File: src/twrc_pkg.sv
// Package: request types and time widths for the route time-window checker.
package twrc_pkg;

    localparam int TIME_W  = 32;
    localparam int TS_W    = TIME_W + 1;
    localparam int TOTAL_W = 40;

    typedef logic [TIME_W-1:0]  time_t;
    typedef logic [TOTAL_W-1:0] total_t;

    typedef struct packed {
        logic  first_stop;
        time_t start_time;
        time_t travel_time;
        time_t service_time;
        time_t window_open;
        time_t window_close;
        time_t return_time;
        logic  last_stop;
    } stop_req_t;

    typedef struct packed {
        logic   feasible;
        total_t travel_total;
    } result_req_t;

    // staged stop with travel + service already summed
    typedef struct packed {
        logic            first_stop;
        logic            last_stop;
        time_t           start_time;
        time_t           travel_time;
        logic [TS_W-1:0] ts_sum;
        time_t           window_open;
        time_t           window_close;
        time_t           return_time;
    } stage_t;

endpackage

File: src/time_window_route_check.sv
// Top level: route time-window feasibility checker with valid/stall channels.
//
// Stops of one route arrive on in_req in route order, depot request first
// (first_stop set, carrying start_time). Each later stop request carries its
// travel, service and window; the request with last_stop set also carries the
// return leg and produces one result request on out_req: feasible and the
// pure travel time (zero when infeasible). Other stops produce no result.
// Throughput is one stop request per cycle while in_stall is low. An accepted
// request is held in the input stage and evaluated there; a last stop's result
// is registered on out_req when it leaves the stage. The route clock update is one
// pass of adds and compares between the input stage and the output register.
// Reset clears the route state and both stages and sets end_time to the
// largest value. cfg_write loads end_time; write it only while idle.
// When out_stall holds a result, stops that yield no result keep flowing;
// a last stop waits in the input stage and in_stall rises behind it.
module time_window_route_check
(
    input  logic                    clk,
    input  logic                    rst_n,
    input  logic                    cfg_write,
    input  twrc_pkg::time_t         cfg_data,
    input  logic                    in_valid,
    output logic                    in_stall,
    input  twrc_pkg::stop_req_t     in_req,
    output logic                    out_valid,
    input  logic                    out_stall,
    output twrc_pkg::result_req_t   out_req
);

    twrc_pkg::time_t       end_time_reg, end_time_next;
    logic                  stage_valid_reg, stage_valid_next;
    twrc_pkg::stage_t      stage_reg, stage_next;
    logic                  out_valid_reg, out_valid_next;
    twrc_pkg::result_req_t out_req_reg, out_req_next;
    twrc_pkg::result_req_t result;
    logic                  out_free;
    logic                  advance;
    logic                  accept;

    assign out_free = !out_valid_reg || !out_stall;
    assign advance  = stage_valid_reg && (!stage_reg.last_stop || out_free);
    assign in_stall = stage_valid_reg && !advance;
    assign accept   = in_valid && !in_stall;

    always_comb
    begin
        end_time_next = cfg_write ? cfg_data : end_time_reg;

        stage_valid_next = stage_valid_reg;
        stage_next       = stage_reg;
        if (accept)
        begin
            stage_valid_next        = 1'b1;
            stage_next.first_stop   = in_req.first_stop;
            stage_next.last_stop    = in_req.last_stop;
            stage_next.start_time   = in_req.start_time;
            stage_next.travel_time  = in_req.travel_time;
            stage_next.ts_sum       = twrc_pkg::TS_W'(in_req.travel_time)
                                    + twrc_pkg::TS_W'(in_req.service_time);
            stage_next.window_open  = in_req.window_open;
            stage_next.window_close = in_req.window_close;
            stage_next.return_time  = in_req.return_time;
        end
        else if (advance)
        begin
            stage_valid_next = 1'b0;
        end

        out_valid_next = out_valid_reg;
        out_req_next   = out_req_reg;
        if (advance && stage_reg.last_stop)
        begin
            out_valid_next = 1'b1;
            out_req_next   = result;
        end
        else if (!out_stall)
        begin
            out_valid_next = 1'b0;
        end
    end

    twrc_stop_eval u_eval
    (
        .clk      (clk),
        .rst_n    (rst_n),
        .step     (advance),
        .stop     (stage_reg),
        .end_time (end_time_reg),
        .result   (result)
    );

    always_ff @(posedge clk or negedge rst_n)
    begin
        if (!rst_n)
        begin
            end_time_reg    <= '1;
            stage_valid_reg <= 1'b0;
            out_valid_reg   <= 1'b0;
        end
        else
        begin
            end_time_reg    <= end_time_next;
            stage_valid_reg <= stage_valid_next;
            out_valid_reg   <= out_valid_next;
        end
    end

    always_ff @(posedge clk)
    begin
        stage_reg   <= stage_next;
        out_req_reg <= out_req_next;
    end

    assign out_valid = out_valid_reg;
    assign out_req   = out_req_reg;

endmodule

File: src/twrc_stop_eval.sv
// Route state and single-pass evaluation of one staged stop.
module twrc_stop_eval
(
    input  logic                  clk,
    input  logic                  rst_n,
    input  logic                  step,
    input  twrc_pkg::stage_t      stop,
    input  twrc_pkg::time_t       end_time,
    output twrc_pkg::result_req_t result
);

    localparam int ARR_W = twrc_pkg::TIME_W + 2;
    localparam int FIN_W = twrc_pkg::TIME_W + 3;

    twrc_pkg::time_t clock_reg, clock_next;
    twrc_pkg::time_t tsum_reg, tsum_next;
    logic            failed_reg, failed_next;

    logic [ARR_W-1:0]              arr;
    logic [ARR_W-1:0]              waited;
    logic [ARR_W-1:0]              cur_clock;
    logic [twrc_pkg::TS_W-1:0]     tsum_cur;
    logic [FIN_W-1:0]              fin;
    logic [ARR_W-1:0]              total;
    logic                          stop_fail;
    logic                          cur_fail;
    logic                          ok;

    always_comb
    begin
        arr = ARR_W'(clock_reg) + ARR_W'(stop.ts_sum);
        if (arr < ARR_W'(stop.window_open))
        begin
            waited = ARR_W'(stop.window_open);
        end
        else
        begin
            waited = arr;
        end
        stop_fail = !stop.first_stop &&
                    ((waited > ARR_W'(stop.window_close)) || (waited > ARR_W'(end_time)));
        if (stop.first_stop)
        begin
            cur_clock = ARR_W'(stop.start_time);
            tsum_cur  = '0;
            cur_fail  = 1'b0;
        end
        else
        begin
            cur_clock = waited;
            tsum_cur  = twrc_pkg::TS_W'(tsum_reg) + twrc_pkg::TS_W'(stop.travel_time);
            cur_fail  = failed_reg | stop_fail;
        end
        fin   = FIN_W'(cur_clock) + FIN_W'(stop.return_time);
        total = ARR_W'(tsum_cur) + ARR_W'(stop.return_time);
        ok    = !cur_fail && !(fin > FIN_W'(end_time));
        result.feasible     = ok;
        result.travel_total = ok ? twrc_pkg::TOTAL_W'(total) : '0;
    end

    // values kept past a stop only matter while the route has not failed,
    // and then they fit in the time width
    always_comb
    begin
        clock_next  = clock_reg;
        tsum_next   = tsum_reg;
        failed_next = failed_reg;
        if (step)
        begin
            if (stop.last_stop)
            begin
                clock_next  = '0;
                tsum_next   = '0;
                failed_next = 1'b0;
            end
            else
            begin
                clock_next  = cur_clock[twrc_pkg::TIME_W-1:0];
                tsum_next   = tsum_cur[twrc_pkg::TIME_W-1:0];
                failed_next = cur_fail;
            end
        end
    end

    always_ff @(posedge clk or negedge rst_n)
    begin
        if (!rst_n)
        begin
            clock_reg  <= '0;
            tsum_reg   <= '0;
            failed_reg <= 1'b0;
        end
        else
        begin
            clock_reg  <= clock_next;
            tsum_reg   <= tsum_next;
            failed_reg <= failed_next;
        end
    end

endmodule
File: config.mk
export PLATFORM = sky130hd
export DESIGN_NAME = time_window_route_check
export DESIGN_NICKNAME = d
export VERILOG_FILES = /design/src/twrc_pkg.sv /design/src/time_window_route_check.sv /design/src/twrc_stop_eval.sv
export SDC_FILE = /design/constraint.sdc
export NUM_CORES = 1
export LEC_CHECK = 0
export ABC_AREA = 1
export BUFFER_PORTS_ARGS = -buffer_cell sky130_fd_sc_hd__buf_2
export CAP_MARGIN = 10
export CORE_ASPECT_RATIO = 0.6
export CORE_MARGIN = 2
export CORE_UTILIZATION = 40
export CTS_BUF_LIST = sky130_fd_sc_hd__clkbuf_8
export DETAILED_ROUTE_END_ITERATION = 10
export SETUP_SLACK_MARGIN = 0.02
export SLEW_MARGIN = 20
export SYNTH_ARGS = -nofsm -noshare
export SYNTH_HDL_FRONTEND = slang
export SYNTH_SLANG_ARGS = --single-unit
File: constraint.sdc
create_clock -name clk -period 16.34 [get_ports clk]
set_input_delay 1.634 -clock clk [delete_from_list [all_inputs] [get_ports clk]]
set_output_delay 1.634 -clock clk [all_outputs]
set_load 0.02 [all_outputs]
# Yosys cells after proc, flatten, opt, wreduce, memory -nomap -nowiden
# Index checks and enable logic that the tools add are counted.
# word_totals
wordCells	57
output_inout_bits	43
reg_bits	335
# classes
eq_ne	1
muxes	11
add_sub_neg	5
reduce_logical	18
order_cmp	4
bitwise_logic	1
# ops
op	n
$gt 34x32->1	2
$mux 34	2
$add 32x32->33	2
$mux 32	2
$add 34x32->35	1
$gt 35x32->1	1
$add 32x33->34	1
$add 33x32->34	1
$lt 34x32->1	1
$mux 33	1
$logic_not 1->1	8
$logic_and 1x1->1	6
$mux 1	6
$logic_or 1x1->1	3
$ne 2x1->1 const B	1
$reduce_bool 2->1	1
$or 1x1->1	1

# Logic depth before layout (Yosys ltp)
# Gate-level depths: netlist of run 1.
# depth
word_depth	10
ltp_mapped	59
ltp_nobuf	57

# By module
# A second synthesis of run 1 with hierarchy kept.
# unflattened
cells_unflattened	3054
area_unflattened_um2	24803.8
# by_module_without_submodules
module	seq_area_each_um2	area_per_inst_um2	cells_each	n_inst
twrc_stop_eval	1626.6	14013.4	2231	1
time_window_route_check	7977.7	10790.3	823	1

# Worst setup path before layout of run 1
# Ideal clock, no wire load.
# synth_path
path_kind	in2reg
start	input port out_stall
end	register stage_reg[0] (netlist name) (enable)
required_ns	15.586
stages	5
arrival_time_ns	10.032
slack_ns	5.554
cell_sequence	nand2_1 inv_1 nand2_1 nor2_1 nor2_1
# synth_between
elab_chain_cells	8
# synth_rtl
item	line	source
start, declared	time_window_route_check.sv:26	input logic out_stall,
$logic_not 1->1	-	
$logic_or 1x1->1	time_window_route_check.sv:40	assign out_free = !out_valid_reg || !out_stall;
$logic_or 1x1->1	time_window_route_check.sv:41	assign advance = stage_valid_reg && (!stage_reg.last_stop || out_free);
$logic_and 1x1->1	time_window_route_check.sv:41	
$logic_not 1->1	time_window_route_check.sv:42	assign in_stall = stage_valid_reg && !advance;
$logic_and 1x1->1	time_window_route_check.sv:42	
named net in_stall	time_window_route_check.sv:23	output logic in_stall,
$logic_not 1->1	time_window_route_check.sv:43	assign accept = in_valid && !in_stall;
$logic_and 1x1->1	time_window_route_check.sv:43	
named net accept	time_window_route_check.sv:38	logic accept;
end signal, assigned	time_window_route_check.sv:110	stage_reg <= stage_next;
end, declared	time_window_route_check.sv:32	twrc_pkg::stage_t stage_reg, stage_next;
# The timed path passes the listed nets, and every way through them passes these cells.
# A chain may end at the register's enable or synchronous reset.

# Worst setup path after layout of run 1
# layout_path
start	register u_eval.clock_reg[0]
end	register out_req_reg, in the netlist out_req[2] (data pin)
# layout_between
elab_chain_cells	10
elab_cells_between_ends	15
classes_between	add/sub: 2; order compare: 4; mux: 3; bitwise: 1; reduce/logical: 5
# layout_rtl
item	line	source
start, declared	twrc_stop_eval.sv:15	twrc_pkg::time_t clock_reg, clock_next;
start signal, assigned	twrc_stop_eval.sv:95	clock_reg <= clock_next;
$add 32x33->34 *	twrc_stop_eval.sv:31	arr = ARR_W'(clock_reg) + ARR_W'(stop.ts_sum);
$lt 34x32->1	twrc_stop_eval.sv:32	if (arr < ARR_W'(stop.window_open))
$mux 34 *	twrc_stop_eval.sv:32	
branches (longest 6 deep; another with $add 34x32->35)	-	
$logic_and 1x1->1 *	twrc_stop_eval.sv:56	ok = !cur_fail && !(fin > FIN_W'(end_time));
end signal, assigned	time_window_route_check.sv:111	out_req_reg <= out_req_next;
end, declared	time_window_route_check.sv:34	twrc_pkg::result_req_t out_req_reg, out_req_next;
# Every way passes the cells marked *.

==> flow_summary_export.csv, run 1 <==
group,metric,value,unit
outcome,status,"finished, final reports clean",
cts,tritoncts_num_sinks,329,
setup_path,critPathArrivalTime,9.94,ns
floorplan,die_x,321,µm
setup_path,critical_path.most_common_cell,"nand2_1",
logic_synthesis,yosysWarningCount,0,
finish,layout-drive-gt1-share,0.148,
routing,detail_route.iter0.violations,2465,
global_route,grt.total_usage,0.272,
global_route,grt.overflow.total,0,
setup_path,worst_path_max_delay_cell,"nand4_2",
logic_synthesis,asyncSetResetFlopFracSynth,0.301,
routing,detail_route.first_pass.iterations,6,
setup_path,worst_setup_path_start_kind,"flop",
floorplan,floorplan_core_area,0.0593,mm²
timing,fmaxAchievable,105,MHz
logic_synthesis,yosysUniqueCellTypes,52,
routing,dr_total_vias,21600,
timing,grt_setup_unrepaired,"false",
logic_synthesis,synth_largest_area_cell,"edfxtp_1",
cts,clk_pin_slew_worst_paths,0.07,ns
timing,timing.final.crit_share,0.585,
logic_synthesis,synth_top_area_share,0.287,
routing,drt_drc_violations_left,0,
global_route,antenna_found_initial,3,
timing,timing.final.max_slew_violations,0,
logic_synthesis,synth.yosys.seq_area_share,0.392,
timing,worst_pin_slew,1.03,ns
floorplan,number_of_placement_rows,69,
cts,holdBufCountCts,0,
setup_path,reg2reg_setup_slack,6.78,ns
setup_path,crit_fanout,35,
finish,area.sequential,0.00942,mm²
timing,final-setup-viol-count,0,
timing,finClkSkew,0.0398,ns
hold_path,worst_hold_path_type,"flop to flop",
timing,fin_setup_tns,0,ns
global_route,vias_in_the_first_global_route,20200,
logic_synthesis,synth.avg_cell_area,8.37,µm²
pwr,ir_drop,0.0859,mV
finish,largest_register_ffs,195,
timing,normalized_max_slew_margin,0.315,
logic_synthesis,ys.flop_type,"edfxtp_1",
timing,final_hold_viol_count,0,
cts,clock_tree.buffer_depth,3,
floorplan,die_h,194,µm
setup_path,critPathRequiredTime,16.72,ns
finish,layout.nets,3686,
cts,ctsRootBufferMaster,"clkbuf_8",
placement,numPlacedInstances,3887,
finish,stdcell_count,3989,
finish,multi_input_comb_area,0.0132,mm²
placement,port-buffer-count,267,
timing,final_critical_delay_including_setup_and_external_delays,9.56,ns
cts,post-cts-setup-buffer-count,0,
logic_synthesis,synthTopCellsByArea,"edfxtp_1 29%, ha_1 15%, nand2_1 9.9%",
cts,tritoncts,"built",
placement,dp.final_hpwl,70700,µm
finish,flow.area_growth_from_synthesis,13.6,%
routing,postRouteWirelength,86200,µm
flow_run,timing.max_cap.violations,0,
pwr,leakage,13.1,nW
global_route,grt_max_degree,79,
global_route,global_route_wire_length_before_repair,127000,µm
cts,clock_insertion_delay_worst_skew,0.70,ns
setup_path,setup_crit_path_kind,"flop to flop",
cts,clock_tree.htree_level_count,2,
pwr,power.density,170,mW/mm²
logic_synthesis,ffs_latches_synth,329,
setup_path,critical-path-max-stage-delay,0.68,ns
finish,filler_cell_count,5787,
logic_synthesis,synth_enable_flop_cells,230,
logic_synthesis,synth_cells,2875,
cts,post_cts_resize_count,0,
routing,ant_nets,0,
placement,place_congestion,0.981,
setup_path,setup.worst_path.end_class,"flop",
floorplan,initial_utilization,0.406,
logic_synthesis,synthesis.area,0.0241,mm²
routing,wl_per_cell,21.6,µm
logic_synthesis,synthMostInstantiatedCell,"nand2_1",
logic_synthesis,synth.top_cells.by_count,"635 x nand2_1, 310 x inv_1, 288 x ha_1",
routing,vias_per_cell,5.42,
cts,cts-buffers-inserted,54,
floorplan,design.portCount,274,
floorplan,fp.dieArea,0.0622,mm²
## stage by stage
stage | total power (W) | setup slack (ns) | util | cell area [µm²] | hold WS, ns
after floorplan | 0.00292 | 5.55 | - | 24100 | 0.453
after global placement | 0.00375 | 7.40 | 0.443 | 26200 | 0.470
after detailed placement | 0.00380 | 7.10 | 0.443 | 26200 | 0.474
after CTS | 0.00457 | 7.01 | 0.461 | 27300 | 0.497
after global routing | 0.00498 | 6.04 | 0.461 | 27300 | 0.515
final | 0.00463 | 6.78 | 0.461 | 27300 | 0.493
## power breakdown
group          internal (W)  switching, W  total (W)
Combinational      0.000899       0.00191    0.00280
Sequential          0.00102     0.0000618    0.00108
Clock              0.000377      0.000371   0.000748
## final timing paths
check | startpoint | endpoint | depth (start not counted)
setup / recovery | u_eval.clock_reg[0] | out_req[2] | 48
hold / removal | u_eval.clock_reg[0] | u_eval.clock_reg[0] | 2
setup reg to reg | u_eval.clock_reg[0] | out_req[2] | 48
hold reg to reg | u_eval.clock_reg[0] | u_eval.clock_reg[0] | 2
max in group asynchronous | rst_n | out_valid | 2
min in group asynchronous | rst_n | u_eval.clock_reg[4] | 1
## layer usage
layer	GRT usage	wire length, µm	up-vias	share of wire
met4	0.0536	1380	0	0.016
met1	0.432	42900	10200	0.50
met2	0.366	33200	943	0.39
met3	0.0661	8660	105	0.10
met5	0	0	-	0
li1	-	-	10400	-
## critical path, delay by kind of cell, from the launching register on
family                     cells  cell delay (ns)
and+or+nand+nor               30             4.75
AOI/OAI and AO/OA              9             1.88
adders and majority gates      5             1.60
xor gates and xnor gates       2             0.37
DFF                            1             0.35
buffers and inverters          2             0.19
## placed cells by master, fill, tap and decap left out, drive strengths merged, types with 3 or more instances in the layout
cell type | Yosys | routed
buf | 14 | 278
a21boi | 7 | 7
o31ai | 5 | 5
a21oi | 256 | 256
or2 | 39 | 39
nor2 | 247 | 247
dfstp | 32 | 32
nand2 | 641 | 641
bufinv | 0 | 3
fa | 5 | 5
inv | 317 | 332
nand3b | 4 | 4
ha | 288 | 288
o21a | 17 | 17
xnor2 | 49 | 49
dfrtp | 67 | 67
clkinvlp | 0 | 4
o21ai | 173 | 173
clkinv | 0 | 20
a221oi | 6 | 6
edfxtp | 230 | 230
xor2 | 69 | 69
and2 | 38 | 38
a211oi | 5 | 5
nor3 | 29 | 29
nand4 | 53 | 53
a31oi | 5 | 5
nor4 | 12 | 12
nand3 | 161 | 161
clkbuf | 38 | 58
a22o | 15 | 15
conb | 1 | 6
o21bai | 9 | 9
o221ai | 7 | 7
a21o | 19 | 19
o211ai | 9 | 9
## layout make-up
type / instances / area share
tap: 781 / 0.0358
clock inverter: 42 / 0.0100
multi-input combinational: 2182 / 0.484
antenna: 2 / 0.000183
inverter: 317 / 0.0435
clock buffer: 58 / 0.0292
sequential: 329 / 0.345
timing repair buffer: 278 / 0.0520
## kinds of logic (layout without fill, tap and decap cells)
family / Yosys count / after routing / share of synthesized area
mux: 1 / 1 / 0.000468
simple gates: 1226 / 1226 / 0.226
other cells: 1 / 8 / 0.000156
buf+inv: 369 / 695 / 0.0596
flops: 329 / 329 / 0.392
fa+ha+maj: 293 / 293 / 0.154
xor+xnor: 118 / 118 / 0.0430
compound gates: 538 / 538 / 0.125
Note: power is estimated with default switching activity, not from simulation.
==> run 2, diff against run 1 <==
--- a/config.mk
+++ b/config.mk
@@ -5,7 +5,7 @@
 export SDC_FILE = /design/constraint.sdc
 export NUM_CORES = 1
 export LEC_CHECK = 0
-export ABC_AREA = 1
+export ABC_AREA = 0
 export BUFFER_PORTS_ARGS = -buffer_cell sky130_fd_sc_hd__buf_2
 export CAP_MARGIN = 10
 export CORE_ASPECT_RATIO = 0.6
==> constraint.sdc (replaced) <==
create_clock -name clk -period 9.89 [get_ports clk]
set_input_delay 0.989 -clock clk [delete_from_list [all_inputs] [get_ports clk]]
set_output_delay 0.989 -clock clk [all_outputs]
set_load 0.02 [all_outputs]
==> run 2 against run 1 <==
Against the previous run: sequential power grew 69%; clock skew is 0.00092 ns lower; routed wire length down 6.3%; largest cell class unchanged; cell area is 4.1% lower; synthesized cell count fell by 23%; die area down 6.0%; clock power increased by 76%; fmax is 2.1% higher; via count is 11% lower; sequential cell count did not move; critical endpoint is now out_req[31].
==> flow_summary_export.csv, run 2 <==
group,metric,value,unit
timing,final_critical_delay_including_setup_and_external_delays,9.36,ns
pwr,power_switching,0.00340,W
outcome,status,"finished, final reports clean",
logic_synthesis,synth_cells,2201,
timing,timing.final.crit_share,0.947,
routing,detail_route.first_pass.iterations,6,
pwr,power_switching_share,0.454,
finish,most-common-layout-cells,"287 x ha_1, 266 x buf_2, 230 x edfxtp_1, 179 x a21oi_1, 165 x inv_1",
logic_synthesis,ffs_latches_synth,329,
pwr,ir_drop,0.138,mV
logic_synthesis,synthTopCellsByArea,"edfxtp_1 31%, ha_1 16%, dfrtp_1 7.4%",
finish,stdcell_count,3303,
pwr,power.density,286,mW/mm²
pwr,comb_power_share,0.579,
pwr,share_seq_of_total_power,0.245,
floorplan,number_of_placement_rows,67,
global_route,grt.total_usage,0.268,
logic_synthesis,ys.flop_type,"edfxtp_1",
cts,ctsRootBufferMaster,"clkbuf_8",
routing,vias_per_cell,5.82,
global_route,groute.layer.met3.usage,0.0733,
routing,dr_total_vias,19200,
routing,wl_per_cell,24.4,µm
logic_synthesis,synthMostInstantiatedCell,"ha_1",
timing,timing.final.max_slew_violations,0,
cts,holdBufCountCts,0,
setup_path,critical-path-max-stage-delay,0.40,ns
finish,flow.area_growth_from_synthesis,16.0,%
floorplan,initial_utilization,0.404,
cts,clock_tree.buffer_depth,3,
finish,multi_input_comb_area,0.0125,mm²
setup_path,worst_setup_path_start_kind,"flop",
global_route,antenna_found_initial,0,
setup_path,worst_path_max_delay_cell,"fa_1",
floorplan,floorplan_core_area,0.0558,mm²
cts,clock_tree.htree_level_count,2,
logic_synthesis,asyncSetResetFlopFracSynth,0.301,
global_route,vias_in_the_first_global_route,17700,
setup_path,setup.worst_path.end_class,"flop",
logic_synthesis,synth.top_cells.by_count,"288 x ha_1, 230 x edfxtp_1, 181 x a21oi_1",
setup_path,critical_path.most_common_cell,"ha_1",
logic_synthesis,yosysWarningCount,0,
finish,area.sequential,0.00942,mm²
pwr,power.total,0.00750,W
logic_synthesis,synth_enable_flop_cells,230,
pwr,leakage,11.9,nW
flow_run,timing.max_cap.violations,0,
timing,final-setup-viol-count,0,
cts,tritoncts,"built",
setup_path,crit_fanout,12,
cts,clock_insertion_delay_worst_skew,0.66,ns
global_route,grt.overflow.total,0,
routing,postRouteWirelength,80700,µm
timing,grt_setup_unrepaired,"false",
placement,port-buffer-count,267,
setup_path,critPathRequiredTime,10.38,ns
routing,ant_nets,0,
placement,place_congestion,0.984,
global_route,grt_most_used_layer,"met1",
logic_synthesis,synth.yosys.seq_area_share,0.417,
floorplan,die_x,311,µm
logic_synthesis,synth_largest_area_cell,"edfxtp_1",
setup_path,setup_crit_path_kind,"flop to flop",
floorplan,fp.dieArea,0.0584,mm²
global_route,grt_util_met1,0.423,
logic_synthesis,synthesis.area,0.0226,mm²
global_route,global_route_wire_length_before_repair,116000,µm
setup_path,critPathArrivalTime,9.86,ns
finish,filler_cell_count,5232,
placement,numPlacedInstances,3197,
routing,drt_drc_violations_left,0,
cts,clk_pin_slew_worst_paths,0.08,ns
global_route,grt_max_degree,78,
placement,dp.final_hpwl,65000,µm
routing,detail_route.iter0.violations,2141,
finish,largest_register_ffs,195,
finish,layout-drive-gt1-share,0.197,
timing,worst_pin_slew,1.16,ns
timing,finClkSkew,0.0389,ns
pwr,cell_internal_pwr,0.00410,W
finish,mostFrequentLayoutCell,"ha_1",
cts,cts-buffers-inserted,53,
timing,fmaxAchievable,107,MHz
logic_synthesis,synth.avg_cell_area,10.3,µm²
pwr,power.clock.fraction,0.176,
hold_path,worst_hold_path_type,"flop to flop",
logic_synthesis,synth_top_area_share,0.306,
timing,normalized_max_slew_margin,0.218,
floorplan,die_h,188,µm
timing,final_hold_viol_count,0,
global_route,met2_use_gr,0.358,
floorplan,design.portCount,274,
finish,layout.nets,3020,
logic_synthesis,yosysUniqueCellTypes,80,
cts,tritoncts_num_sinks,329,
-- run 2: kinds of logic after synthesis --
family / synth area share
muxes: 0.0248
DFF: 0.417
adders and majority gates: 0.164
AOI/OAI and AO/OA: 0.196
other: 0.000166
buffers and inverters: 0.0385
and+or+nand+nor: 0.110
xor gates and xnor gates: 0.0497
-- run 2: metrics by stage --
step | setup WS [ns] | TNS (ns) | hold slack, ns | utilization | cell area [µm²]
floorplan | 1.10 | 0 | 0.446 | - | 22600
global placement | 0.320 | 0 | 0.465 | 0.445 | 24800
detailed placement | -0.128 | -0.725 | 0.474 | 0.445 | 24800
CTS | 0.0494 | 0 | 0.452 | 0.466 | 26000
global route | 0.0238 | 0 | 0.464 | 0.469 | 26200
finish | 0.526 | 0 | 0.496 | 0.469 | 26200
-- run 2: path summary, 6_finish.rpt --
check	cells after the start	slack [ns]	to	start
hold / removal	2	0.50	u_eval.tsum_reg[0]	u_eval.tsum_reg[0]
min in group asynchronous	1	0.58	end_time_reg[3]	rst_n
setup reg to reg	42	0.53	out_req[31]	u_eval.clock_reg[0]
hold reg to reg	2	0.50	u_eval.tsum_reg[0]	u_eval.tsum_reg[0]
max in group asynchronous	2	8.24	u_eval.clock_reg[12]	rst_n
setup / recovery	42	0.53	out_req[31]	u_eval.clock_reg[0]
-- run 2: final cells by class --
| type | count | area share |
|---|---|---|
| timing repair buffer | 296 | 0.0605 |
| clock inverter | 37 | 0.0115 |
| tap | 759 | 0.0363 |
| multi-input combinational | 1659 | 0.476 |
| inverter | 157 | 0.0225 |
| sequential | 329 | 0.360 |
| clock buffer | 63 | 0.0331 |
| antenna | 3 | 0.000287 |
-- run 2: timing repair --
action / CTS / global route
setup endpoints to repair: 32 / 35
pin swaps: 0 / 8
endpoints found under the hold margin: 0 / 0
gates resized for setup: 3 / 29
setup buffers: 0 / 2
-- run 2: worst max-delay path, delay by kind of cell (launching register included) --
kind / cells / cell delay (ns)
buffers and inverters: 3 / 0.29
AOI/OAI and AO/OA: 23 / 4.60
adders and majority gates: 6 / 1.77
and+or+nand+nor: 7 / 1.51
xor gates and xnor gates: 2 / 0.46
DFF: 1 / 0.37
muxes: 1 / 0.14
-- run 2: power by group through the flow --
stage	registers, W	logic [W]	clock network, W
after floorplan	0.00181	0.00275	0
after global placement	0.00185	0.00401	0
after detailed placement	0.00185	0.00408	0
after CTS	0.00183	0.00411	0.00135
after global routing	0.00184	0.00467	0.00141
final	0.00183	0.00434	0.00132
-- run 2: metal layers --
metal,up-vias,share of wire
li1,8837,-
met1,9332,0.48
met2,970,0.39
met3,92,0.12
met4,0,0.016
met5,-,0
==> run 3, diff against run 2 <==
--- a/config.mk
+++ b/config.mk
@@ -6,13 +6,13 @@
 export NUM_CORES = 1
 export LEC_CHECK = 0
 export ABC_AREA = 0
-export BUFFER_PORTS_ARGS = -buffer_cell sky130_fd_sc_hd__buf_2
 export CAP_MARGIN = 10
 export CORE_ASPECT_RATIO = 0.6
 export CORE_MARGIN = 2
 export CORE_UTILIZATION = 40
 export CTS_BUF_LIST = sky130_fd_sc_hd__clkbuf_8
 export DETAILED_ROUTE_END_ITERATION = 10
+export DONT_BUFFER_PORTS = 1
 export SETUP_SLACK_MARGIN = 0.02
 export SLEW_MARGIN = 20
 export SYNTH_ARGS = -nofsm -noshare
==> run 3 against run 2 <==
Against the previous run: final cell count fell by 8.1%; worst hold slack got worse by 0.44 ns; combinational power decreased by 3%; non-clock buffer count down 268; sequential cell count unchanged; critical path depth shrank 3; die area is the same; power is 1.7% lower; critical path type unchanged.
==> flow_summary_export.csv, run 3 (synthesized netlist as in run 2, its figures left out) <==
group,metric,value,unit
timing,finClkSkew,0.0670,ns
pwr,power.density,297,mW/mm²
timing,final_critical_delay_including_setup_and_external_delays,9.36,ns
floorplan,design.portCount,274,
routing,vias_per_cell,6.01,
setup_path,setup_crit_path_kind,"flop to flop",
outcome,status,"finished, final reports clean",
pwr,leakage,10.8,nW
cts,clock_insertion_delay_worst_skew,0.69,ns
cts,cts-buffers-inserted,55,
routing,detail_route.iter0.violations,1922,
placement,port-buffer-count,0,
global_route,grt_max_degree,77,
timing,normalized_max_slew_margin,0.235,
routing,wl_per_cell,26.4,µm
cts,clock_tree.buffer_depth,3,
floorplan,floorplan_core_area,0.0558,mm²
setup_path,critPathRequiredTime,10.36,ns
flow_run,timing.max_cap.violations,0,
global_route,grt.overflow.total,0,
global_route,global_route_wire_length_before_repair,114000,µm
cts,ctsRootBufferMaster,"clkbuf_8",
cts,clock_tree.htree_level_count,2,
setup_path,setup.worst_path.end_class,"flop",
global_route,antenna_found_initial,4,
setup_path,critical-path-max-stage-delay,0.59,ns
cts,tritoncts,"built",
finish,layout-drive-gt1-share,0.100,
timing,grt_setup_unrepaired,"false",
placement,numPlacedInstances,2926,
finish,flow.area_growth_from_synthesis,9.68,%
floorplan,number_of_placement_rows,67,
hold_path,worst_hold_path_type,"input pin to async pin",
timing,timing.final.max_slew_violations,0,
floorplan,die_x,311,µm
timing,fin_setup_tns,0,ns
timing,worst_pin_slew,1.14,ns
timing,final_hold_viol_count,0,
global_route,grt.total_usage,0.266,
finish,largest_register_ffs,195,
setup_path,worst_setup_path_start_kind,"flop",
cts,tritoncts_num_sinks,329,
timing,final-setup-viol-count,0,
routing,detail_route.first_pass.iterations,5,
pwr,ir_drop,0.122,mV
finish,mostFrequentLayoutCell,"ha_1",
routing,drt_drc_violations_left,0,
setup_path,ff2ff_path_depth,39,
routing,dr_total_vias,18200,
floorplan,die_h,188,µm
finish,stdcell_count,3035,
cts,clk_pin_slew_worst_paths,0.07,ns
placement,place_congestion,1.00,
setup_path,worst_path_max_delay_cell,"or4_1",
global_route,vias_in_the_first_global_route,17100,
floorplan,fp.dieArea,0.0584,mm²
routing,ant_nets,0,
floorplan,initial_utilization,0.404,
finish,layout.nets,2754,
finish,most-common-layout-cells,"287 x ha_1, 230 x edfxtp_1, 178 x a21oi_1, 169 x inv_1, 137 x nand2_1",
setup_path,crit_fanout,21,
routing,postRouteWirelength,80000,µm
setup_path,critPathArrivalTime,9.82,ns
timing,timing.final.crit_share,0.946,
finish,filler_cell_count,5219,
timing,fmaxAchievable,107,MHz
placement,dp.final_hpwl,64000,µm
run 3: routing by layer:
metal / share of wire / global-route usage / vias up
met5: 0.00050 / 0 / -
met4: 0.023 / 0.0704 / 4
met3: 0.11 / 0.0868 / 108
met2: 0.39 / 0.355 / 959
met1: 0.47 / 0.403 / 8858
li1: - / - / 8309
run 3: worst paths after layout:
| kind | startpoint | end | slack (ns) |
|---|---|---|---|
| max reg2reg | u_eval.clock_reg[2] | out_req[25] | 0.53 |
| min | rst_n | u_eval.clock_reg[6] | 0.06 |
| max in group asynchronous | rst_n | u_eval.tsum_reg[13] | 9.38 |
| min in group clk | in_req[190] | stage_reg[190] | 0.40 |
| min reg2reg | u_eval.tsum_reg[0] | u_eval.tsum_reg[0] | 0.49 |
| max | u_eval.clock_reg[2] | out_req[25] | 0.53 |
run 3: where the power goes:
group | total (W) | switching (W) | leakage, nW | internal (W)
logic | 0.00420 | 0.00257 | 6.72 | 0.00162
registers | 0.00187 | 0.000179 | 3.46 | 0.00169
clock network | 0.00130 | 0.000619 | 0.629 | 0.000677
run 3: through the flow:
stage                     area (µm²)   util  setup slack [ns]  power, W  hold WS, ns
after floorplan                22600      -              1.10   0.00456        0.446
after global placement         23500  0.420             0.370   0.00576        0.466
final                          24800  0.444             0.533   0.00737       0.0583
after detailed placement       23500  0.420            0.0325   0.00584        0.475
after CTS                      24600  0.441            0.0718   0.00717      0.00322
after global routing           24800  0.443          0.000359   0.00780       0.0101
run 3: layout make-up:
class	instances	area [µm²]	area share
timing repair buffer	28	243	0.00980
tap	759	950	0.0383
multi-input combinational	1659	12400	0.502
clock inverter	43	327	0.0132
sequential	329	9420	0.381
antenna	2	5.00	0.000202
inverter	157	589	0.0238
clock buffer	58	798	0.0322
run 3: what timing repair did:
item / in CTS / in global routing
resized for setup: 1 / 23
hold buffers: 1 / 0
buffers inserted: 0 / 4
setup endpoints to repair: 1 / 35
pin swaps: 0 / 4
endpoints found under the hold margin: 53 / 0
run 3: critical path, delay by kind of cell (launching register included):
kind                     cells  cell delay (ns)
AO/OA/AOI/OAI               21             4.13
XOR/XNOR                     2             0.46
adder cells (fa/ha/maj)      4             1.28
buffers and inverters        2             0.42
flip-flops                   1             0.39
multiplexers                 2             0.67
AND/OR/NAND/NOR              8             1.77
